<file path="config.mk">
export PLATFORM = sky130hd
export DESIGN_NAME = wmc_front
export DESIGN_NICKNAME = d
export VERILOG_FILES = /design/src/design/wmc_pkg.sv /design/src/design/wmc_front.sv
export SDC_FILE = /design/constraint.sdc
export NUM_CORES = 1
export LEC_CHECK = 0
export ABC_CLOCK_PERIOD_IN_PS = 7260
export BUFFER_PORTS_ARGS = -buffer_cell sky130_fd_sc_hd__buf_2
export CAP_MARGIN = 20
export CORE_ASPECT_RATIO = 1.4
export CORE_MARGIN = 2
export CORE_UTILIZATION = 50
export CTS_CLUSTER_DIAMETER = 200
export DETAILED_ROUTE_END_ITERATION = 10
export PLACE_DENSITY = 0.8
export RECOVER_POWER = 50
export SYNTH_ARGS = -nofsm -noshare
export SYNTH_HDL_FRONTEND = slang
export SYNTH_SLANG_ARGS = --single-unit
</file>
<file path="constraint.sdc">
create_clock -name clk -period 7.26 [get_ports clk]
set_input_delay 0.363 -clock clk [delete_from_list [all_inputs] [get_ports clk]]
set_output_delay 0.363 -clock clk [all_outputs]
set_load 0.05 [all_outputs]
</file>
<file path="src/design/wmc_pkg.sv">
// ----------------------------------------------------------------------------
// wmc_pkg
// Types, codes and helpers shared by the word machine core modules.
// ----------------------------------------------------------------------------
package wmc_pkg;

	localparam int MEM_WORDS = 65536;
	localparam int PC_GUARD  = 10;
	localparam int AW        = $clog2(MEM_WORDS);

	// item operations
	localparam logic [2:0] OP_CODE_WR = 3'd0;
	localparam logic [2:0] OP_DATA_WR = 3'd1;
	localparam logic [2:0] OP_RUN     = 3'd2;
	localparam logic [2:0] OP_PORT    = 3'd3;
	localparam logic [2:0] OP_READ    = 3'd4;

	// result kinds
	localparam logic [2:0] K_DONE  = 3'd0;
	localparam logic [2:0] K_PWR   = 3'd1;
	localparam logic [2:0] K_PREQ  = 3'd2;
	localparam logic [2:0] K_HALT  = 3'd3;
	localparam logic [2:0] K_READ  = 3'd4;

	// halt causes
	localparam logic [1:0] HC_HALT  = 2'd0;
	localparam logic [1:0] HC_BADOP = 2'd1;
	localparam logic [1:0] HC_PCLIM = 2'd2;

	// operand modes
	localparam logic [1:0] MD_DIR = 2'd0;
	localparam logic [1:0] MD_IMM = 2'd1;
	localparam logic [1:0] MD_STK = 2'd2;
	localparam logic [1:0] MD_USR = 2'd3;

	// opcodes
	localparam logic [7:0] OC_NOP   = 8'h00;
	localparam logic [7:0] OC_MOV   = 8'h01;
	localparam logic [7:0] OC_PUSH  = 8'h02;
	localparam logic [7:0] OC_POP   = 8'h03;
	localparam logic [7:0] OC_SUB   = 8'h04;
	localparam logic [7:0] OC_ADD   = 8'h05;
	localparam logic [7:0] OC_MUL   = 8'h06;
	localparam logic [7:0] OC_DIV   = 8'h07;
	localparam logic [7:0] OC_MOD   = 8'h08;
	localparam logic [7:0] OC_EQ    = 8'h09;
	localparam logic [7:0] OC_NEQ   = 8'h0A;
	localparam logic [7:0] OC_LT    = 8'h0B;
	localparam logic [7:0] OC_GT    = 8'h0C;
	localparam logic [7:0] OC_LTE   = 8'h0D;
	localparam logic [7:0] OC_GTE   = 8'h0E;
	localparam logic [7:0] OC_LAND  = 8'h0F;
	localparam logic [7:0] OC_AND   = 8'h10;
	localparam logic [7:0] OC_OR    = 8'h11;
	localparam logic [7:0] OC_JZ    = 8'h12;
	localparam logic [7:0] OC_RJZ   = 8'h13;
	localparam logic [7:0] OC_OUT   = 8'h14;
	localparam logic [7:0] OC_IN    = 8'h15;
	localparam logic [7:0] OC_SETS  = 8'h16;
	localparam logic [7:0] OC_SETU  = 8'h17;
	localparam logic [7:0] OC_COPY  = 8'h18;
	localparam logic [7:0] OC_PUSHA = 8'h19;
	localparam logic [7:0] OC_POPA  = 8'h1A;
	localparam logic [7:0] OC_BSET  = 8'h1B;
	localparam logic [7:0] OC_BMOVE = 8'h1C;
	localparam logic [7:0] OC_HALT  = 8'hFF;

	typedef struct packed {
		logic [2:0]  op;
		logic [15:0] addr;
		logic [15:0] data;
	} item_t;

	typedef struct packed {
		logic [2:0]  kind;
		logic [15:0] port;
		logic [15:0] value;
		logic [15:0] pc_now;
		logic [1:0]  halt_cause;
		logic        div_zero;
	} res_t;

	typedef enum logic [2:0] {
		CL_CODE_WR,
		CL_DATA_WR,
		CL_RUN,
		CL_PORT,
		CL_READ,
		CL_NONE
	} cls_t;

	typedef struct packed {
		cls_t  cls;
		item_t item;
	} job_t;

	typedef struct packed {
		logic        start;
		logic [15:0] num;
		logic [15:0] den;
	} div_req_t;

	typedef struct packed {
		logic        done;
		logic [15:0] quo;
		logic [15:0] rem;
	} div_rsp_t;

	typedef enum logic [3:0] {
		S_CLR,
		S_IDLE,
		S_RD,
		S_PIN,
		S_FETCH,
		S_DEC,
		S_OPND,
		S_EXEC,
		S_DIV,
		S_BLK,
		S_FIN
	} state_t;

	// number of operands resolved before execution
	function automatic logic [2:0] nopnd(input logic [7:0] oc);
		logic [2:0] n;
		unique case (oc)
			OC_PUSH, OC_POP, OC_SETS, OC_SETU: n = 3'd1;
			OC_MOV, OC_SUB, OC_ADD, OC_MUL, OC_DIV, OC_MOD, OC_EQ, OC_NEQ,
			OC_LT, OC_GT, OC_LTE, OC_GTE, OC_LAND, OC_AND, OC_OR, OC_JZ,
			OC_RJZ, OC_OUT, OC_IN, OC_PUSHA, OC_POPA: n = 3'd2;
			OC_BSET, OC_BMOVE: n = 3'd3;
			OC_COPY: n = 3'd4;
			default: n = 3'd0;
		endcase
		return n;
	endfunction

	function automatic logic mapped(input logic [15:0] a);
		return {1'b0, a} < 17'(MEM_WORDS);
	endfunction

endpackage

</file>
<file path="src/design/wmc_front.sv">
// ----------------------------------------------------------------------------
// wmc_front
// Input side: takes items, classifies them and queues them for the back end.
// ----------------------------------------------------------------------------
module wmc_front (
	input  logic           clk,
	input  logic           arst_n,
	input  logic           item_valid,
	output logic           item_stall,
	input  wmc_pkg::item_t item,
	output logic           job_valid,
	output wmc_pkg::job_t  job,
	input  logic           job_pop
);

	wmc_pkg::job_t fifo_q [2];
	logic          wp_q;
	logic          rp_q;
	logic [1:0]    cnt_q;
	logic          push;
	wmc_pkg::cls_t cls;

	always_comb begin
		unique case (item.op)
			wmc_pkg::OP_CODE_WR: cls = wmc_pkg::CL_CODE_WR;
			wmc_pkg::OP_DATA_WR: cls = wmc_pkg::CL_DATA_WR;
			wmc_pkg::OP_RUN:     cls = wmc_pkg::CL_RUN;
			wmc_pkg::OP_PORT:    cls = wmc_pkg::CL_PORT;
			wmc_pkg::OP_READ:    cls = wmc_pkg::CL_READ;
			default:             cls = wmc_pkg::CL_NONE;
		endcase
	end

	assign item_stall = (cnt_q == 2'd2);
	assign push       = item_valid && !item_stall;
	assign job_valid  = (cnt_q != 2'd0);
	assign job        = fifo_q[rp_q];

	always_ff @(posedge clk) begin
		if (push) begin
			fifo_q[wp_q] <= '{cls: cls, item: item};
		end
	end

	always_ff @(posedge clk or negedge arst_n) begin
		if (!arst_n) begin
			wp_q  <= 1'b0;
			rp_q  <= 1'b0;
			cnt_q <= 2'd0;
		end else begin
			if (push) wp_q <= !wp_q;
			if (job_pop) rp_q <= !rp_q;
			cnt_q <= cnt_q + 2'(push) - 2'(job_pop);
		end
	end

endmodule

</file>
==> reports/metrics.cfg <==
[critical_path]
endpoint=job[29]
endpoint_kind=primary output
r2r-end=fifo_q[0][22]
cp.arrival_ps=2550
worstSetupPathType=flop to primary output
cp_data_required_time_ps=6900
cp-startpoint=rp_q
critPathLaunchType=flop
reg2reg_slack_ps=4450
cpPeakStageDelay_ps=1530
r2r_cells=4
slowest_stage=dfrtp_1
reg2reg_from=cnt_q[1]
crit_path_max_fanout=39
path_cells=mux2_2 > buf_2

[global_route]
grt_overflow=0
grtUsageTotal_pct=14.8
grt_max_degree=40
grt_pass1_vias=1558
antenna_found_initial=0
grt_pass1_wl_um=7160

[route]
first_pass_iters=4
wl_per_cell_um=15.5
first_iter_violations=85
ant_nets=0
wl_um=4610
vias_per_cell=4.98
drc_errors=0
vias=1484

[floorplan]
ioPinCount=79
die_y_um=95.7
rows=33
core-area_um2=5820
initial_core_util_pct=51.5
die_area_um2=6650
fp.dieW_um=69.5

[run_status]
violations=max-capacitance violations, max-slew violations
run_status=finished with violations

[synth]
synth.avg_cell_area_um2=21.7
syn_area_um2=3000
synth_cell_types=19
yosysWarnings=0
syn-instance-count=138
ys_seq_area_share_pct=79.4
syn_nets=179
ys_ff_latch=80

[placement]
io_buffers=78
place_ws_ps=5240
hpwlAfterDp_um=3020
place_congestion=0.646

[cts]
path_clk_slew_ps=70
cts_tree=yes
clk-insertion-delay-late_ps=330
numCtsBuffers=9
hold_buffers=1
cts_max_path_buffers=2
post_cts_buffers=0
ctsResizeCount=0
cts-htree-levels=3
cts_root_buf=clkbuf_8
clock_sinks=80

[timing]
fmax_mhz=344
rsz0062_at_grt=false
hold_violations=0
finalCritPeriodShare_pct=40.1
slew_violations=75
finClkSkew_ps=4.64
setup_violations=0
finalWorstSetupSlack_ps=4350
tightestPinTransition_ps=1870
fin_setup_tns_ps=0
relSlewSlack_pct=-24.4
post-route-min-period_ps=2910

[cells_and_area]
diodes=0
final_cell_mix=edfxtp_1 (76), buf_2 (56), mux2_2 (28), clkbuf_1 (24), mux2_4 (10)
final.fill_count=435
drive_gt1_share_pct=47.4
syn_to_final_growth_pct=20.7
nNetsFinal=265
layout_commonest_cell=edfxtp_1

[pwr]
p_leak_nw=1.36
power_density_nw_per_um2=480
ir_drop_uv=330

[hold_path]
hold_path_class=input pin to flop

[run]
cap_violations=2

-- per-layer routing --
| layer | vias up | GRT usage (%) | wire length (um) |
|---|---|---|---|
| met3 | 4 | 6.13 | 285 |
| met4 | 0 | 7.35 | 73 |
| met2 | 45 | 25.9 | 2570 |
| li1 | 703 | - | - |
| met5 | - | 0 | 0 |
| met1 | 732 | 15.5 | 1680 |
-- registers in the layout (all words and copies together), names as in the netlist --
name and cells:
fifo_q 76, cnt_q 2, rp_q 1, wp_q 1
-- critical path: cells and delay by family (launching register included) --
family / cells / cell delay, ps
flip-flops: 1 / 1530
multiplexers: 1 / 460
buffers and inverters: 1 / 220
-- cells by family after synthesis --
| family | after synthesis | synth area share, % |
|---|---|---|
| mux | 38 | 15.5 |
| xor+xnor | 4 | 1.17 |
| compound gates | 1 | 0.250 |
| fa+ha+maj | 2 | 0.834 |
| buf+inv | 7 | 1.75 |
| flops | 80 | 79.4 |
| simple gates | 6 | 1.08 |
-- power breakdown --
| part | internal, mW | switching [mW] |
|---|---|---|
| logic | 0.215 | 0.489 |
| registers | 0.635 | 0.0727 |
| clock network | 0.189 | 0.139 |
-- cells in the mapped netlist --
cell type  count  share of area (%)
edfxtp_1      76                 76
mux2_2        28                 11
mux2_4        10                5.0
dfrtp_1        4                3.3
xnor2_1        3               0.88
buf_4          2               0.50
ha_1           2               0.83
inv_1          2               0.25
a21o_1         1               0.25
and3_1         1               0.21
buf_6          1               0.38
buf_8          1               0.50
clkbuf_1       1               0.12
nand2_1        1               0.12
nand2b_1       1               0.21
nor2_1         1               0.12
nor2b_1        1               0.21
or2_2          1               0.21
xor2_1         1               0.29
-- stage by stage --
step | instance area [um2] | utilization [%] | cells | hold slack (ps) | total power, mW
2_1_floorplan | 3000 | - | 138 | 67.4 | 1.29
3_3_place_gp | 3440 | 59.1 | 281 | 171 | 1.42
3_5_place_dp | 3440 | 59.1 | 281 | 181 | 1.43
4_1_cts | 3650 | 62.8 | 297 | 191 | 1.76
5_1_grt | 3620 | 62.2 | 298 | 190 | 1.82
6_report | 3620 | 62.2 | 298 | 217 | 1.74
-- worst min-delay path by stage --
stage	startpoint	endpoint	cells after the start
after floorplan	arst_n	cnt_q[0]	0
after global placement	arst_n	cnt_q[0]	1
after detailed placement	arst_n	cnt_q[0]	1
after CTS	item[9]	fifo_q[1][9]	1
after global routing	item[14]	fifo_q[1][14]	1
final	item[14]	fifo_q[1][14]	1
-- area by class of cell --
class	instances	area, um2	area share (%)
tap	70	87.6	2.42
multi-input combinational	51	567	15.7
timing repair buffer	80	377	10.4
clock buffer	10	128	3.52
inverter	2	7.51	0.207
sequential	80	2380	65.8
clock inverter	5	72.6	2.00
No activity file was read; power rests on OpenSTA's default activity.
