--- config.mk ---
export PLATFORM = sky130hd
export DESIGN_NAME = wmc_div
export DESIGN_NICKNAME = d
export VERILOG_FILES = /design/src/design/wmc_pkg.sv /design/src/design/wmc_div.sv
export SDC_FILE = /design/constraint.sdc
export NUM_CORES = 1
export LEC_CHECK = 0
export BUFFER_PORTS_ARGS = -buffer_cell sky130_fd_sc_hd__buf_4
export CAP_MARGIN = 20
export CORE_MARGIN = 4
export CORE_UTILIZATION = 55
export DETAILED_ROUTE_END_ITERATION = 8
export PLACE_DENSITY_LB_ADDON = 0.05
export SLEW_MARGIN = 20
export SYNTH_ARGS = -nofsm -noshare
export SYNTH_HDL_FRONTEND = slang
export SYNTH_SLANG_ARGS = --single-unit
--- constraint.sdc ---
create_clock -name clk -period 6.2 [get_ports clk]
set_clock_uncertainty 0.15 [all_clocks]
set_input_delay 0.93 -clock clk [delete_from_list [all_inputs] [get_ports clk]]
set_output_delay 0.93 -clock clk [all_outputs]
set_load 0.1 [all_outputs]
--- src/design/wmc_pkg.sv ---
// ----------------------------------------------------------------------------
// wmc_pkg
// Types, codes and helpers shared by the word machine core modules.
// ----------------------------------------------------------------------------
package wmc_pkg;

	localparam int MEM_WORDS = 65536;
	localparam int PC_GUARD  = 10;
	localparam int AW        = $clog2(MEM_WORDS);

	// item operations
	localparam logic [2:0] OP_CODE_WR = 3'd0;
	localparam logic [2:0] OP_DATA_WR = 3'd1;
	localparam logic [2:0] OP_RUN     = 3'd2;
	localparam logic [2:0] OP_PORT    = 3'd3;
	localparam logic [2:0] OP_READ    = 3'd4;

	// result kinds
	localparam logic [2:0] K_DONE  = 3'd0;
	localparam logic [2:0] K_PWR   = 3'd1;
	localparam logic [2:0] K_PREQ  = 3'd2;
	localparam logic [2:0] K_HALT  = 3'd3;
	localparam logic [2:0] K_READ  = 3'd4;

	// halt causes
	localparam logic [1:0] HC_HALT  = 2'd0;
	localparam logic [1:0] HC_BADOP = 2'd1;
	localparam logic [1:0] HC_PCLIM = 2'd2;

	// operand modes
	localparam logic [1:0] MD_DIR = 2'd0;
	localparam logic [1:0] MD_IMM = 2'd1;
	localparam logic [1:0] MD_STK = 2'd2;
	localparam logic [1:0] MD_USR = 2'd3;

	// opcodes
	localparam logic [7:0] OC_NOP   = 8'h00;
	localparam logic [7:0] OC_MOV   = 8'h01;
	localparam logic [7:0] OC_PUSH  = 8'h02;
	localparam logic [7:0] OC_POP   = 8'h03;
	localparam logic [7:0] OC_SUB   = 8'h04;
	localparam logic [7:0] OC_ADD   = 8'h05;
	localparam logic [7:0] OC_MUL   = 8'h06;
	localparam logic [7:0] OC_DIV   = 8'h07;
	localparam logic [7:0] OC_MOD   = 8'h08;
	localparam logic [7:0] OC_EQ    = 8'h09;
	localparam logic [7:0] OC_NEQ   = 8'h0A;
	localparam logic [7:0] OC_LT    = 8'h0B;
	localparam logic [7:0] OC_GT    = 8'h0C;
	localparam logic [7:0] OC_LTE   = 8'h0D;
	localparam logic [7:0] OC_GTE   = 8'h0E;
	localparam logic [7:0] OC_LAND  = 8'h0F;
	localparam logic [7:0] OC_AND   = 8'h10;
	localparam logic [7:0] OC_OR    = 8'h11;
	localparam logic [7:0] OC_JZ    = 8'h12;
	localparam logic [7:0] OC_RJZ   = 8'h13;
	localparam logic [7:0] OC_OUT   = 8'h14;
	localparam logic [7:0] OC_IN    = 8'h15;
	localparam logic [7:0] OC_SETS  = 8'h16;
	localparam logic [7:0] OC_SETU  = 8'h17;
	localparam logic [7:0] OC_COPY  = 8'h18;
	localparam logic [7:0] OC_PUSHA = 8'h19;
	localparam logic [7:0] OC_POPA  = 8'h1A;
	localparam logic [7:0] OC_BSET  = 8'h1B;
	localparam logic [7:0] OC_BMOVE = 8'h1C;
	localparam logic [7:0] OC_HALT  = 8'hFF;

	typedef struct packed {
		logic [2:0]  op;
		logic [15:0] addr;
		logic [15:0] data;
	} item_t;

	typedef struct packed {
		logic [2:0]  kind;
		logic [15:0] port;
		logic [15:0] value;
		logic [15:0] pc_now;
		logic [1:0]  halt_cause;
		logic        div_zero;
	} res_t;

	typedef enum logic [2:0] {
		CL_CODE_WR,
		CL_DATA_WR,
		CL_RUN,
		CL_PORT,
		CL_READ,
		CL_NONE
	} cls_t;

	typedef struct packed {
		cls_t  cls;
		item_t item;
	} job_t;

	typedef struct packed {
		logic        start;
		logic [15:0] num;
		logic [15:0] den;
	} div_req_t;

	typedef struct packed {
		logic        done;
		logic [15:0] quo;
		logic [15:0] rem;
	} div_rsp_t;

	typedef enum logic [3:0] {
		S_CLR,
		S_IDLE,
		S_RD,
		S_PIN,
		S_FETCH,
		S_DEC,
		S_OPND,
		S_EXEC,
		S_DIV,
		S_BLK,
		S_FIN
	} state_t;

	// number of operands resolved before execution
	function automatic logic [2:0] nopnd(input logic [7:0] oc);
		logic [2:0] n;
		unique case (oc)
			OC_PUSH, OC_POP, OC_SETS, OC_SETU: n = 3'd1;
			OC_MOV, OC_SUB, OC_ADD, OC_MUL, OC_DIV, OC_MOD, OC_EQ, OC_NEQ,
			OC_LT, OC_GT, OC_LTE, OC_GTE, OC_LAND, OC_AND, OC_OR, OC_JZ,
			OC_RJZ, OC_OUT, OC_IN, OC_PUSHA, OC_POPA: n = 3'd2;
			OC_BSET, OC_BMOVE: n = 3'd3;
			OC_COPY: n = 3'd4;
			default: n = 3'd0;
		endcase
		return n;
	endfunction

	function automatic logic mapped(input logic [15:0] a);
		return {1'b0, a} < 17'(MEM_WORDS);
	endfunction

endpackage

--- src/design/wmc_div.sv ---
// ----------------------------------------------------------------------------
// wmc_div
// Unsigned 16-bit restoring divider, one quotient bit per cycle.
// ----------------------------------------------------------------------------
module wmc_div (
	input  logic              clk,
	input  logic              arst_n,
	input  wmc_pkg::div_req_t req,
	output wmc_pkg::div_rsp_t rsp
);

	logic        busy_q;
	logic        done_q;
	logic [4:0]  cnt_q;
	logic [15:0] quo_q;
	logic [15:0] rem_q;
	logic [15:0] den_q;
	logic [16:0] shifted;
	logic [16:0] diff;
	logic        fits;

	assign shifted = {rem_q, quo_q[15]};
	assign diff    = shifted - {1'b0, den_q};
	assign fits    = (shifted >= {1'b0, den_q});

	always_ff @(posedge clk) begin
		if (req.start) begin
			quo_q <= req.num;
			rem_q <= '0;
			den_q <= req.den;
		end else if (busy_q) begin
			quo_q <= {quo_q[14:0], fits};
			rem_q <= fits ? diff[15:0] : shifted[15:0];
		end
	end

	always_ff @(posedge clk or negedge arst_n) begin
		if (!arst_n) begin
			busy_q <= 1'b0;
			done_q <= 1'b0;
			cnt_q  <= '0;
		end else begin
			done_q <= busy_q && (cnt_q == 5'd1);
			if (req.start) begin
				busy_q <= 1'b1;
				cnt_q  <= 5'd16;
			end else if (busy_q) begin
				cnt_q <= cnt_q - 5'd1;
				if (cnt_q == 5'd1) busy_q <= 1'b0;
			end
		end
	end

	assign rsp = '{done: done_q, quo: quo_q, rem: rem_q};

endmodule

==> flow_metrics.env <==
export IMPL_drcViolationCount=0
export IMPL_syn_to_final_growth_pct=19.1
export IMPL_syn_area_um2=3130
export IMPL_worst_path_max_delay_cell="or4_1"
export IMPL_portBuffers=67
export IMPL_synth_distinct_cells=56
export IMPL_clk_latency_ns=0.31
export IMPL_hold_buffers=0
export IMPL_final_util_pct=67.7
export IMPL_post_cts_buffers=0
export IMPL_slew_viol_final=0
export IMPL_cp_cell_sequence="inv_1, ha_1, fa_1, nor2b_1, o31a_1, o31ai_1, a21oi_1, or4_1, nand3_1, a311oi_1"
export IMPL_worstSetupPathType="register to register"
export IMPL_synth_fp_nets=352
export IMPL_clkSinkCount=55
export IMPL_crit_arrival_ns=2.79
export IMPL_crit_path_start_kind="register"
export IMPL_dieWidth_um=83.4
export IMPL_dr_pass1_iters=4
export IMPL_synth_seq_area_share_pct=46.5
export IMPL_fin_crit_sh_pct=44.7
export IMPL_critical_path_required_ns=6.22
export IMPL_clockRootBuffer="clkbuf_8"
export IMPL_grt_max_degree=54
export IMPL_grt_pass1_wl_um=10700
export IMPL_synth_edf_count=32
export IMPL_instances_no_fill=434
export IMPL_max_freq_mhz=361
export IMPL_viasPerCell=5.60
export IMPL_routedWlPerCell_um=14.6
export IMPL_gr_total_overflow=0
export IMPL_hold_class="primary input to asynchronous set/reset pin"
export IMPL_ant_nets=0
export IMPL_multi_input_area_um2=1480
export IMPL_syn_area_per_cell_um2=10.5
export IMPL_cp_max_fo=3
export IMPL_status="finished clean"
export IMPL_power_leakage_nw=1.64
export IMPL_ys_async_sr_fraction_pct=12.7
export IMPL_nFillCells=452
export IMPL_top_level_ports=68
export IMPL_relSlewSlack_pct=58.7
export IMPL_p_per_area_nw_per_um2=519
export IMPL_drv_cap=0
export IMPL_tns_ns=0
export IMPL_yosysWarnings=0
export IMPL_drt_iter0_drc=92
export IMPL_core_um2=5510
export IMPL_wl_um=6350
export IMPL_setup_worst_path_end_class="register"
export IMPL_synth_main_ff_cell="edfxtp_1"
export IMPL_initial_utilization_pct=56.9
export IMPL_dieArea_um2=6960
export IMPL_ys_ff_latch=55
export IMPL_hold_ws_ns=0.250
export IMPL_antenna_found_initial=0
export IMPL_crit_path_start="quo_q[15]$_DFFE_PP_"
export IMPL_drive_gt1_share_pct=30.1
export IMPL_ctsResizeCount=0
export IMPL_place_inst=426
export IMPL_place_gp_congestion=0.922
export IMPL_cts_tree="done"
export IMPL_crit_buf_inv=1
export IMPL_dp_hpwl_um=4570
export IMPL_grt_usage_pct=18.5
export IMPL_fp_dieH_um=83.4
export IMPL_min_period_ns=2.77
export IMPL_cp_slowest_stage_delay_ns=0.48
export IMPL_hold_violations=0
export IMPL_r2r_start="quo_q[15]$_DFFE_PP_"
export IMPL_fin_nets=415
export IMPL_htreeDepth=2
export IMPL_vias=2432
export IMPL_diodes=0
export IMPL_first_global_vias=2355
export IMPL_syn_inst=298
export IMPL_path_clk_slew_ns=0.11
export IMPL_finish_instance_area_um2=3730
export IMPL_setup_violations=0
export IMPL_cts_max_path_buffers=2
export IMPL_seqCellArea_um2=1460
export IMPL_tightest_slew_ns=0.620
export IMPL_peakVddDrop_v=0.000336
export IMPL_cts_buffers=5
export IMPL_rows=27
export IMPL_crit_family="compound AO/OA/AOI/OAI gates"
export IMPL_rsz0062_at_grt="no"
export IMPL_placed_area_um2=3630
## cells by family after synthesis
kind of cell,after synthesis,synth area share (%)
compound gates,68,16.4
buf+inv,38,6.35
fa+ha+maj,19,7.83
mux,17,6.11
flops,55,46.5
xor+xnor,8,2.24
simple gates,93,14.5
## path summary, 6_finish.rpt
path | cells past startpoint | endpoint | slack (ns)
max in group asynchronous | 1 | busy_q$_DFF_PN0_ | 5.52
min in group clk | 2 | rem_q[15]$_SDFFE_PP0P_ | 0.37
worst min-delay path | 1 | cnt_q[3]$_DFFE_PN0P_ | 0.25
worst max-delay path | 10 | rem_q[14]$_SDFFE_PP0P_ | 3.43
worst min register to register | 2 | rem_q[15]$_SDFFE_PP0P_ | 0.37
worst max register to register | 10 | rem_q[14]$_SDFFE_PP0P_ | 3.43
## report_power, final
group | switching (mW) | internal (mW)
registers | 0.0822 | 0.480
logic | 0.816 | 0.337
clock network | 0.124 | 0.0938
total | 1.02 | 0.911
## worst register-to-register path, stage by stage (launching register included)
cell      delay, ns
edfxtp_1       0.40
inv_1          0.09
ha_1           0.18
fa_1           0.22
nor2b_1        0.07
o31a_1         0.27
o31ai_1        0.43
a21oi_1        0.17
or4_1          0.48
nand3_1        0.09
a311oi_1       0.08
## cell usage after synthesis, types with 2 or more instances
| cell | instances | share of area (%) |
|---|---|---|
| edfxtp_1 | 32 | 31 |
| nand2_1 | 29 | 3.5 |
| inv_1 | 26 | 3.1 |
| nor2_1 | 26 | 3.1 |
| ha_1 | 18 | 7.2 |
| mux2_2 | 17 | 6.1 |
| dfxtp_1 | 16 | 10 |
| a21oi_1 | 13 | 2.1 |
| o21ai_0 | 12 | 1.9 |
| a311oi_1 | 10 | 2.8 |
| nor3_1 | 9 | 1.4 |
| dfrtp_1 | 7 | 5.6 |
| nand3_1 | 6 | 0.96 |
| xnor2_1 | 5 | 1.4 |
| a21o_1 | 4 | 0.96 |
| clkbuf_8 | 4 | 1.8 |
| o21a_1 | 4 | 0.96 |
| or3_1 | 4 | 0.80 |
| a211oi_1 | 3 | 0.72 |
| clkbuf_1 | 3 | 0.36 |
| o31ai_1 | 3 | 0.72 |
| xor2_1 | 3 | 0.84 |
| a21boi_0 | 2 | 0.48 |
| a21o_2 | 2 | 0.56 |
| a21oi_2 | 2 | 0.56 |
| a22o_1 | 2 | 0.56 |
| and2_1 | 2 | 0.40 |
| buf_4 | 2 | 0.48 |
| nand2b_1 | 2 | 0.40 |
| nand4b_1 | 2 | 0.56 |
| nor2b_1 | 2 | 0.40 |
| nor4_1 | 2 | 0.40 |
## layout make-up
class / instances / share of cell area [%]
inverters: 27 / 2.72
repair buffers: 67 / 13.5
well taps: 72 / 2.42
clock inverters: 2 / 0.470
flip-flops and latches: 55 / 39.1
clock buffers: 6 / 2.22
multi-input cells: 205 / 39.6
## routing by layer
layer  vias up  track usage (%)  wire (um)
met1      1140             24.6       2950
met5         -                0          0
met4         0             5.99        133
met2        66             30.2       2980
met3        14             3.87        285
li1       1212                -          -
## flip-flops by register name (all words and copies together), names as in the netlist
| register | flops |
|---|---|
| den_q | 16 |
| quo_q | 16 |
| rem_q | 16 |
| cnt_q | 5 |
| busy_q | 1 |
| done_q | 1 |
## placed cells by master (no fill, tap or decap), types with 2 or more instances in the layout
master,n
o31ai_1,3
inv_6,2
xor2_1,3
edfxtp_1,32
o21ai_0,12
a211oi_1,3
buf_4,67
a21oi_1,13
or3_1,4
nand3_1,6
a311oi_1,10
and2_1,2
dfxtp_1,16
dfrtp_1,6
inv_1,26
a22o_1,2
o21a_1,4
mux2_2,17
nor2b_1,2
nor2_1,26
a21o_2,2
xnor2_1,5
nor3_1,9
ha_1,18
nand4b_1,2
a21o_1,4
a21oi_2,2
nand2b_1,2
clkbuf_8,6
a21boi_0,2
nand2_1,29
nor4_1,2
## per-stage QoR
stage	total power [mW]	setup slack, ns
global route	2.05	3.27
global placement	1.71	3.48
detailed placement	1.72	3.46
finish	1.93	3.43
floorplan	1.51	2.92
CTS	1.94	3.42
(Power assumes the default switching activity.)
